===== src/gsq_pkg.sv =====
package gsq_pkg;

  localparam int unsigned SOUND_LINES_DEF = 8;
  localparam int unsigned LINE_W          = 8;
  localparam int unsigned CFG_IDX_W       = 3;
  localparam int unsigned CFG_DATA_W      = 16;

  localparam logic [15:0] SERVO_HOME_RST   = 16'd500;
  localparam logic [15:0] SERVO_TURNED_RST = 16'd2500;
  localparam logic [6:0]  PUMP_FULL_RST    = 7'd99;
  localparam logic [15:0] AUDIO_PULSE_RST  = 16'd1000;
  localparam logic [15:0] GRIP_HOLD_RST    = 16'd1000;
  localparam logic [15:0] REL_VENT_RST     = 16'd1500;
  localparam logic [15:0] REL_SETTLE_RST   = 16'd500;

  typedef enum logic [2:0] {
    OP_TICK    = 3'd0,
    OP_SUCK    = 3'd1,
    OP_RELEASE = 3'd2,
    OP_CANCEL  = 3'd3,
    OP_HOME    = 3'd4,
    OP_PLAY    = 3'd5
  } opcode_t;

  typedef enum logic [CFG_IDX_W-1:0] {
    CFG_SERVO_HOME   = 3'd0,
    CFG_SERVO_TURNED = 3'd1,
    CFG_PUMP_FULL    = 3'd2,
    CFG_AUDIO_PULSE  = 3'd3,
    CFG_GRIP_HOLD    = 3'd4,
    CFG_REL_VENT     = 3'd5,
    CFG_REL_SETTLE   = 3'd6
  } cfg_idx_t;

  // one-hot sequencer states
  typedef enum logic [6:0] {
    SEQ_NONE        = 7'b0000001,
    SEQ_SUCK_TURNED = 7'b0000010,
    SEQ_SUCK_PUMP   = 7'b0000100,
    SEQ_SUCK_HOLD   = 7'b0001000,
    SEQ_REL_TURNED  = 7'b0010000,
    SEQ_REL_VENT    = 7'b0100000,
    SEQ_REL_SETTLE  = 7'b1000000
  } seq_state_t;

  typedef enum logic [1:0] {
    ST_IDLE = 2'd0,
    ST_EXEC = 2'd1,
    ST_OK   = 2'd2
  } status_t;

  typedef struct packed {
    logic [15:0] servo_home;
    logic [15:0] servo_turned;
    logic [6:0]  pump_full;
    logic [15:0] audio_pulse;
    logic [15:0] grip_hold;
    logic [15:0] rel_vent;
    logic [15:0] rel_settle;
  } cfg_t;

  typedef struct packed {
    logic [2:0]  opcode;
    logic [15:0] clip_number;
    logic [31:0] now_ms;
  } item_t;

  typedef struct packed {
    logic [15:0]       servo_pulse;
    logic [6:0]        pump_duty;
    logic              relay_on;
    logic [LINE_W-1:0] sound_lines;
    logic [1:0]        task_status;
    logic [3:0]        playing_clip;
  } result_t;

  // wrapping time difference against a 16-bit wait
  function automatic logic elapsed(input logic [31:0] now, input logic [31:0] start,
                                   input logic [15:0] wait_ms);
    logic [31:0] diff;
    diff = now - start;
    return diff >= {16'd0, wait_ms};
  endfunction

endpackage


===== src/gsq_cfg.sv =====
module gsq_cfg (
  input  logic                             clk,
  input  logic                             rst_n,
  input  logic                             cfg_we,
  input  logic [gsq_pkg::CFG_IDX_W-1:0]    cfg_index,
  input  logic [gsq_pkg::CFG_DATA_W-1:0]   cfg_wdata,
  output gsq_pkg::cfg_t                    cfg
);

  gsq_pkg::cfg_t cfg_r, cfg_nxt;

  always_comb begin
    cfg_nxt = cfg_r;
    if (cfg_we) begin
      case (gsq_pkg::cfg_idx_t'(cfg_index))
        gsq_pkg::CFG_SERVO_HOME:   cfg_nxt.servo_home   = cfg_wdata;
        gsq_pkg::CFG_SERVO_TURNED: cfg_nxt.servo_turned = cfg_wdata;
        gsq_pkg::CFG_PUMP_FULL:    cfg_nxt.pump_full    = cfg_wdata[6:0];
        gsq_pkg::CFG_AUDIO_PULSE:  cfg_nxt.audio_pulse  = cfg_wdata;
        gsq_pkg::CFG_GRIP_HOLD:    cfg_nxt.grip_hold    = cfg_wdata;
        gsq_pkg::CFG_REL_VENT:     cfg_nxt.rel_vent     = cfg_wdata;
        gsq_pkg::CFG_REL_SETTLE:   cfg_nxt.rel_settle   = cfg_wdata;
        default: ;  // index 7: no register
      endcase
    end
  end

  always_ff @(posedge clk) begin
    if (!rst_n) begin
      cfg_r.servo_home   <= gsq_pkg::SERVO_HOME_RST;
      cfg_r.servo_turned <= gsq_pkg::SERVO_TURNED_RST;
      cfg_r.pump_full    <= gsq_pkg::PUMP_FULL_RST;
      cfg_r.audio_pulse  <= gsq_pkg::AUDIO_PULSE_RST;
      cfg_r.grip_hold    <= gsq_pkg::GRIP_HOLD_RST;
      cfg_r.rel_vent     <= gsq_pkg::REL_VENT_RST;
      cfg_r.rel_settle   <= gsq_pkg::REL_SETTLE_RST;
    end else begin
      cfg_r <= cfg_nxt;
    end
  end

  assign cfg = cfg_r;

endmodule


===== src/gsq_core.sv =====
module gsq_core #(
  parameter int unsigned SOUND_LINES = gsq_pkg::SOUND_LINES_DEF
) (
  input  logic              clk,
  input  logic              rst_n,
  input  logic              fire,
  input  gsq_pkg::item_t    item,
  input  gsq_pkg::cfg_t     cfg,
  output gsq_pkg::result_t  res_nxt
);

  gsq_pkg::seq_state_t seq_r, seq_nxt;
  gsq_pkg::status_t    status_r, status_nxt;
  logic [31:0]         seq_start_r, seq_start_nxt;
  logic [3:0]          clip_r, clip_nxt;
  logic [31:0]         clip_start_r, clip_start_nxt;
  logic [15:0]         servo_r, servo_nxt;
  logic [6:0]          pump_r, pump_nxt;
  logic                relay_r, relay_nxt;

  logic clip_ok;
  assign clip_ok = (item.clip_number != 16'd0) &&
                   (item.clip_number <= 16'(SOUND_LINES));

  always_comb begin
    seq_nxt        = seq_r;
    status_nxt     = status_r;
    seq_start_nxt  = seq_start_r;
    clip_nxt       = clip_r;
    clip_start_nxt = clip_start_r;
    servo_nxt      = servo_r;
    pump_nxt       = pump_r;
    relay_nxt      = relay_r;

    case (gsq_pkg::opcode_t'(item.opcode))
      gsq_pkg::OP_TICK: begin
        if (clip_r != 4'd0 &&
            gsq_pkg::elapsed(item.now_ms, clip_start_r, cfg.audio_pulse))
          clip_nxt = 4'd0;
        case (seq_r)
          gsq_pkg::SEQ_SUCK_TURNED: begin
            pump_nxt = cfg.pump_full;
            seq_nxt  = gsq_pkg::SEQ_SUCK_PUMP;
          end
          gsq_pkg::SEQ_SUCK_PUMP: begin
            seq_start_nxt = item.now_ms;
            seq_nxt       = gsq_pkg::SEQ_SUCK_HOLD;
          end
          gsq_pkg::SEQ_SUCK_HOLD: begin
            if (gsq_pkg::elapsed(item.now_ms, seq_start_r, cfg.grip_hold)) begin
              seq_nxt    = gsq_pkg::SEQ_NONE;
              status_nxt = gsq_pkg::ST_OK;
            end
          end
          gsq_pkg::SEQ_REL_TURNED: begin
            seq_start_nxt = item.now_ms;
            seq_nxt       = gsq_pkg::SEQ_REL_VENT;
          end
          gsq_pkg::SEQ_REL_VENT: begin
            if (gsq_pkg::elapsed(item.now_ms, seq_start_r, cfg.rel_vent)) begin
              pump_nxt      = 7'd0;
              relay_nxt     = 1'b0;
              seq_start_nxt = item.now_ms;
              seq_nxt       = gsq_pkg::SEQ_REL_SETTLE;
            end
          end
          gsq_pkg::SEQ_REL_SETTLE: begin
            if (gsq_pkg::elapsed(item.now_ms, seq_start_r, cfg.rel_settle)) begin
              servo_nxt  = cfg.servo_home;
              seq_nxt    = gsq_pkg::SEQ_NONE;
              status_nxt = gsq_pkg::ST_OK;
            end
          end
          default: seq_nxt = gsq_pkg::SEQ_NONE;
        endcase
      end
      gsq_pkg::OP_SUCK: begin
        servo_nxt     = cfg.servo_turned;
        relay_nxt     = 1'b1;
        seq_nxt       = gsq_pkg::SEQ_SUCK_TURNED;
        seq_start_nxt = item.now_ms;
        status_nxt    = gsq_pkg::ST_EXEC;
      end
      gsq_pkg::OP_RELEASE: begin
        servo_nxt     = cfg.servo_turned;
        seq_nxt       = gsq_pkg::SEQ_REL_TURNED;
        seq_start_nxt = item.now_ms;
        status_nxt    = gsq_pkg::ST_EXEC;
      end
      gsq_pkg::OP_CANCEL: begin
        clip_nxt   = 4'd0;
        seq_nxt    = gsq_pkg::SEQ_NONE;
        status_nxt = gsq_pkg::ST_IDLE;
      end
      gsq_pkg::OP_HOME: begin
        servo_nxt  = cfg.servo_home;
        status_nxt = gsq_pkg::ST_OK;
      end
      gsq_pkg::OP_PLAY: begin
        if (clip_ok) begin
          clip_nxt       = item.clip_number[3:0];
          clip_start_nxt = item.now_ms;
        end
      end
      default: ;  // opcodes 6 and 7 report state only
    endcase
  end

  // result shows the state after this beat
  always_comb begin
    res_nxt.servo_pulse  = servo_nxt;
    res_nxt.pump_duty    = pump_nxt;
    res_nxt.relay_on     = relay_nxt;
    res_nxt.task_status  = status_nxt;
    res_nxt.playing_clip = clip_nxt;
    for (int i = 0; i < int'(gsq_pkg::LINE_W); i++) begin
      res_nxt.sound_lines[i] = (clip_nxt != 4'(i + 1));
    end
  end

  always_ff @(posedge clk) begin
    if (!rst_n) begin
      seq_r        <= gsq_pkg::SEQ_NONE;
      status_r     <= gsq_pkg::ST_IDLE;
      seq_start_r  <= 32'd0;
      clip_r       <= 4'd0;
      clip_start_r <= 32'd0;
      servo_r      <= gsq_pkg::SERVO_HOME_RST;
      pump_r       <= 7'd0;
      relay_r      <= 1'b0;
    end else if (fire) begin
      seq_r        <= seq_nxt;
      status_r     <= status_nxt;
      seq_start_r  <= seq_start_nxt;
      clip_r       <= clip_nxt;
      clip_start_r <= clip_start_nxt;
      servo_r      <= servo_nxt;
      pump_r       <= pump_nxt;
      relay_r      <= relay_nxt;
    end
  end

endmodule


===== src/suction_gripper_sequencer_unit.sv =====
// Channel  Dir  Handshake              Payload
// in_      in   in_valid / in_ready    in_opcode, in_clip_number, in_now_ms
// out_     out  out_valid / out_ready  servo, pump, relay, sound lines, status, clip
// cfg_     in   cfg_we (no wait)       cfg_index, cfg_wdata
//
// One beat in, one beat out; a new beat every cycle unless the output stalls.
// A beat passes the input register, then the state update into the result register.
// The result register decouples the sides: the input stage can still fill while a
// result waits, and both hold under stall with no beat dropped.
// Synchronous active-low reset clears the sequencer, clip timer and actuator state.
module suction_gripper_sequencer_unit #(
  parameter int unsigned SOUND_LINES = gsq_pkg::SOUND_LINES_DEF
) (
  input  logic                                clk,
  input  logic                                rst_n,

  input  logic                                in_valid,
  output logic                                in_ready,
  input  logic [2:0]                          in_opcode,
  input  logic [15:0]                         in_clip_number,
  input  logic [31:0]                         in_now_ms,

  output logic                                out_valid,
  input  logic                                out_ready,
  output logic [15:0]                         out_servo_pulse,
  output logic [6:0]                          out_pump_duty,
  output logic                                out_relay_on,
  output logic [gsq_pkg::LINE_W-1:0]          out_sound_lines,
  output logic [1:0]                          out_task_status,
  output logic [3:0]                          out_playing_clip,

  input  logic                                cfg_we,
  input  logic [gsq_pkg::CFG_IDX_W-1:0]       cfg_index,
  input  logic [gsq_pkg::CFG_DATA_W-1:0]      cfg_wdata
);

  gsq_pkg::cfg_t    cfg;
  gsq_pkg::item_t   item_r;
  gsq_pkg::result_t res_r, res_nxt;
  logic             in_vld_r;
  logic             out_vld_r;
  logic             adv;        // input stage moves into the result register
  logic             in_fire;

  assign adv      = in_vld_r && (!out_vld_r || out_ready);
  assign in_ready = !in_vld_r || adv;
  assign in_fire  = in_valid && in_ready;

  gsq_cfg u_cfg (
    .clk       (clk),
    .rst_n     (rst_n),
    .cfg_we    (cfg_we),
    .cfg_index (cfg_index),
    .cfg_wdata (cfg_wdata),
    .cfg       (cfg)
  );

  // state commits only when the beat leaves the input stage
  gsq_core #(
    .SOUND_LINES (SOUND_LINES)
  ) u_core (
    .clk     (clk),
    .rst_n   (rst_n),
    .fire    (adv),
    .item    (item_r),
    .cfg     (cfg),
    .res_nxt (res_nxt)
  );

  // input register
  always_ff @(posedge clk) begin
    if (!rst_n) begin
      in_vld_r <= 1'b0;
    end else if (in_ready) begin
      in_vld_r <= in_valid;
    end
  end

  always_ff @(posedge clk) begin
    if (in_fire) begin
      item_r.opcode      <= in_opcode;
      item_r.clip_number <= in_clip_number;
      item_r.now_ms      <= in_now_ms;
    end
  end

  // result register
  always_ff @(posedge clk) begin
    if (!rst_n) begin
      out_vld_r <= 1'b0;
    end else if (adv) begin
      out_vld_r <= 1'b1;
    end else if (out_ready) begin
      out_vld_r <= 1'b0;
    end
  end

  always_ff @(posedge clk) begin
    if (adv) begin
      res_r <= res_nxt;
    end
  end

  assign out_valid        = out_vld_r;
  assign out_servo_pulse  = res_r.servo_pulse;
  assign out_pump_duty    = res_r.pump_duty;
  assign out_relay_on     = res_r.relay_on;
  assign out_sound_lines  = res_r.sound_lines;
  assign out_task_status  = res_r.task_status;
  assign out_playing_clip = res_r.playing_clip;

  // a blocked input stage keeps its beat
  a_in_hold: assert property (@(posedge clk) disable iff (!rst_n)
    (in_vld_r && !adv) |=> in_vld_r)
    else $error("input stage lost a beat");

  // reported clip never exceeds the number of lines
  a_clip_range: assert property (@(posedge clk) disable iff (!rst_n)
    out_valid |-> (out_playing_clip <= 4'(SOUND_LINES)))
    else $error("playing clip out of range");

  // at most one sound line low, none when no clip plays
  a_one_line: assert property (@(posedge clk) disable iff (!rst_n)
    out_valid |-> ($countones(~out_sound_lines) <= 1))
    else $error("more than one sound line active");

  a_no_clip_lines: assert property (@(posedge clk) disable iff (!rst_n)
    (out_valid && out_playing_clip == 4'd0) |-> (&out_sound_lines))
    else $error("sound line low with no clip");

endmodule


===== config.mk =====
export PLATFORM = sky130hd
export DESIGN_NAME = suction_gripper_sequencer_unit
export DESIGN_NICKNAME = d
export VERILOG_FILES = /design/src/gsq_pkg.sv /design/src/gsq_cfg.sv /design/src/gsq_core.sv /design/src/suction_gripper_sequencer_unit.sv
export SDC_FILE = /design/constraint.sdc
export NUM_CORES = 1
export LEC_CHECK = 0
export CELL_PAD_IN_SITES_DETAIL_PLACEMENT = 0
export CELL_PAD_IN_SITES_GLOBAL_PLACEMENT = 1
export CORE_ASPECT_RATIO = 0.75
export CORE_MARGIN = 2
export CORE_UTILIZATION = 35
export DETAILED_ROUTE_END_ITERATION = 8
export DONT_BUFFER_PORTS = 1
export GPL_TIMING_DRIVEN = 0
export PLACE_DENSITY_LB_ADDON = 0.1
export SLEW_MARGIN = 20
export SYNTH_ARGS = -nofsm -noshare
export SYNTH_HDL_FRONTEND = slang
export SYNTH_SLANG_ARGS = --single-unit

===== constraint.sdc =====
create_clock -name clk -period 4.2 [get_ports clk]
set_input_delay 0.84 -clock clk [delete_from_list [all_inputs] [get_ports clk]]
set_output_delay 0.84 -clock clk [all_outputs]
set_load 0.02 [all_outputs]

==> metrics.md <==
| Metric | Value |
|---|---|
| Crit end category | flip-flop |
| Flop2flop setup slack | -0.32 ns |
| RR Startpoint | item_r[0]$_DFFE_PP_ |
| Netlist cell types | 93 |
| Pre-antenna DRT Iters | 5 |
| Die Ht | approximately 200 um |
| Antenna diode count | 0 |
| Antenna-violating nets left | 0 |
| Fillers | between 4k and 5k |
| Top cells by area, synth | dfxtp_1 24%, edfxtp_1 15%, ha_1 9.1%, nand2_1 7.3%, a21boi_0 4.3% |
| IO Pins | ~120 |
| Most frequent cells in the layout | 333 x nand2_1, 206 x dfxtp_1, 144 x inv_1, 105 x a21oi_1, 98 x a21boi_0 |
| WP data arrival | 4.94 ns |
| Crit path capture | u_core.seq_r[0]$_SDFFE_PN1P_ |
| Worst setup SP type | flip-flop |
| Syn. warnings | 0 |
| Share of the synthesized area in the top cell type | a little under a quarter |
| Row Count | 70 |
| Fin area | about 0.021 mm^2 |
| Outcome | finished with violations |
| RSZ-0062 raised after global routing | yes |
| Pwr dens | about 350 mW/mm^2 |
| Place WS | -1.486 ns |
| Overflow after GRT | 0 |
| H-tree depth | 2 |
| R2R Path End | u_core.seq_r[0]$_SDFFE_PN1P_ |
| # setup viols final | roughly 100 |
| Clock buffer depth | 3 |
| Initial antenna violation count | 0 |
| First-pass GRT wire length | just under 90000 um |
| VDD IR-drop max | 0.2778 mV |
| Net count, final | 2330 |
| Die Area | a little over 0.05 mm^2 |
| Starting density of the core | about 35% |
| Commonest non-fill, non-tap cell in the layout | nand2_1 |
| Synth area leader | dfxtp_1 |
| TritonCTS Buffers | 35 |
| Final WL | roughly 57000 um |
| Gp weighted congestion | roughly 0.85 |
| Final Critical Period | 4.518 ns |
| Seq cells post-synth | a little under 300 |
| Total GRT Usage | between 20 and 25% |
| Critical path type | reg -> reg |
| Cell Chain, Critical Path | inv_2, ha_4, fa_2, nand2b_4, a21oi_4, o21ai_2, nand2b_1, o21a_1, nor2_4, xnor2_4, ha_4, a21o_1, a21o_1, or3_1, and3_4, o22a_1, o22a_1, o211a_1, buf_8, mux2i_1, nand2_1 |
| DR vias/cell | approximately 5.4 |
| Slowest cell on crit path | edfxtp_1 |
| Layout Skew | 0.02627 ns |
| Port Buf Inserts | 0 |
| Critical Path Stages | 21 |
| Slew Limit Fails | 0 |
| Fmax | around 220 MHz |
| Failing checks | negative setup slack |
| Actual transition at the worst max-transition pin | 0.9235 ns |
| Period utilisation layout | 107.6% |
| Worst path bufs/invs | 2 |
| Final Hold Fails | 0 |
| CP Launch Point | item_r[0]$_DFFE_PP_ |
| Post-synth top flop | dfxtp_1 |
| DP Wirelength | 41960 um |
| CTS tree | done |
| Cells after synthesis | 2013 |
| Chip width | about 260 um |
| Setup WS post-layout | -0.3181 ns |
| Multi-input gate area | 0.01068 mm^2 |
| Post-synth EDFFs | 89 |
| Total area of sequential cells | 0.006797 mm^2 |
| Seq/Total Area, Yosys | slightly below 40% |
| Syn_area_per_cell | roughly 8.6 um^2 |
| CP Max Fanout | 5 |
| Hold Path Class | in -> reg |
| Clock transition at the registers of the reported paths | 0.06 ns |
| Synthesized area | around 0.017 mm^2 |
| Synth-to-Final Area Change | 22.87% |
| Slew HR | around 38% |
| Cell family contributing the most delay on the critical path | compound AO/OA/AOI/OAI gates |
| Largest incremental delay on the critical path | ~0.43 ns |
| Worst-Skew Late Latency | between 0.5 and 0.6 ns |
| Post-place instance area | between 0.015 and 0.02 mm^2 |
| Leakage power | between 0.007 and 0.008 uW |
| Layout cells sized above 1 | between 10% and 20% |
| DR WL/cell | slightly above 20 um |
| Mapped Nets | between 2k and 2.5k |
| Core Area | slightly below 0.05 mm^2 |
| Async SR Flop Fraction | 0% |
| DR DRC count | 0 |
| CTS root buffer | clkbuf_16 |
| Clock sink count | around 300 |
| CP Data Required Time | approximately 4.6 ns |
| Largest net degree at the start of global routing | 46 |
| Worst Reg-to-Reg Cells | 21 |
| Total of max-cap violations | 0 |
| Vias in the first global route | approximately 15k |
| Post-CTS Hold Buffers | 0 |
| Via count | 15.19k |
| Initial drt markers | 1270 |
registers in the layout, summed over array words and instances, names as in the netlist, 4 cells and up:
name,flops
u_cfg.cfg,103
out_playing_clip,4
u_core.seq_r,7
u_core.servo_r,16
out_sound_lines,8
u_core.pump_r,7
out_servo_pulse,16
item_r,51
u_core.seq_start_r,32
u_core.clip_r,4
out_pump_duty,7
u_core.clip_start_r,32
stage by stage:
stage               hold slack, ns  cells  setup TNS, ns  utilization [%]  power (uW)
finish                      0.3765   2802         -15.20            43.55        7473
global route                0.3478   2802         -31.10            43.55        7820
global placement            0.4506   2661        -142.93            37.15        4227
detailed placement          0.4538   2664        -116.43            37.28        4238
floorplan                   0.4354   2013              0                -        3904
CTS                         0.3451   2781         -5.689            42.34        7462
Yosys cell counts (10+ instances only):
library cell,number
dfxtp_1,206
nand2_1,335
o21ai_1,12
a211oi_1,25
edfxtp_1,89
o21bai_1,12
o31ai_1,13
o22ai_1,16
nand2b_1,23
and3_1,15
nor2_1,85
nor2b_1,50
nand4_1,29
xnor2_1,25
o311a_1,10
a21oi_1,128
xor2_1,17
clkbuf_1,84
nor4_1,13
o211ai_1,40
nor3_1,36
nand3_1,40
a221oi_1,10
mux2i_1,38
ha_1,126
o21a_1,17
a21o_1,33
inv_1,146
a21boi_0,98
o21ai_0,91
power breakdown:
| part | leakage (uW) | total (uW) | switching, uW | internal, uW |
|---|---|---|---|---|
| Combinational | 0.00480 | 1340 | 784 | 557 |
| Sequential | 0.00249 | 3120 | 93.7 | 3030 |
| Clock | 0.000536 | 3010 | 1300 | 1710 |
| Total | 0.00783 | 7470 | 2180 | 5300 |
worst register-to-register path: cells and delay by family (launching register included):
kind            cells  cell delay [ns]
flops               1             0.43
buf+inv             2             0.25
compound gates      8             1.53
mux                 1             0.14
simple gates        6             0.94
xor+xnor            1             0.30
fa+ha+maj           3             0.81
metal layers:
layer / wire, um / part of all wire (%) / global-route usage (%)
met5: 0 / 0 / 0
met4: 952 / 1.7 / 4.571
met3: 3023 / 5.3 / 3.922
met2: 22740 / 40 / 31.20
met1: 30290 / 53 / 34.71
logic make-up after synthesis:
family	Yosys count	synth area share, %
buf+inv	242	5.434
flops	295	39.31
mux	40	2.330
simple gates	676	18.26
xor+xnor	42	2.127
fa+ha+maj	128	9.349
compound gates	590	23.20
what timing repair did:
item	CTS	global route
pin swaps	65	54
gates resized for setup	182	86
setup endpoints to repair	107	107
setup buffers	53	35
cloned	6	0
worst min-delay path by stage:
stage	from	to	slack [ns]	cells past startpoint
detailed placement	u_cfg.cfg[73]$_SDFFE_PN1P_	u_cfg.cfg[73]$_SDFFE_PN1P_	0.45	2
global route	in_now_ms[19]	item_r[19]$_DFFE_PP_	0.35	0
floorplan	u_cfg.cfg[73]$_SDFFE_PN1P_	u_cfg.cfg[73]$_SDFFE_PN1P_	0.44	2
global placement	u_core.clip_start_r[6]$_SDFFE_PN0P_	u_core.clip_start_r[6]$_SDFFE_PN0P_	0.45	2
finish	in_clip_number[2]	item_r[34]$_DFFE_PP_	0.38	0
CTS	in_now_ms[19]	item_r[19]$_DFFE_PP_	0.35	0
layout make-up:
class / instances / area share [%]
Multi-Input combinational cell: 1476 / 50.28
Timing Repair Buffer: 85 / 4.087
Sequential cell: 295 / 31.99
Clock buffer: 45 / 4.399
Clock inverter: 19 / 0.7715
Tap cell: 648 / 3.816
Inverter: 147 / 2.597
Buffer: 87 / 2.055
(Power assumes the default switching activity.)
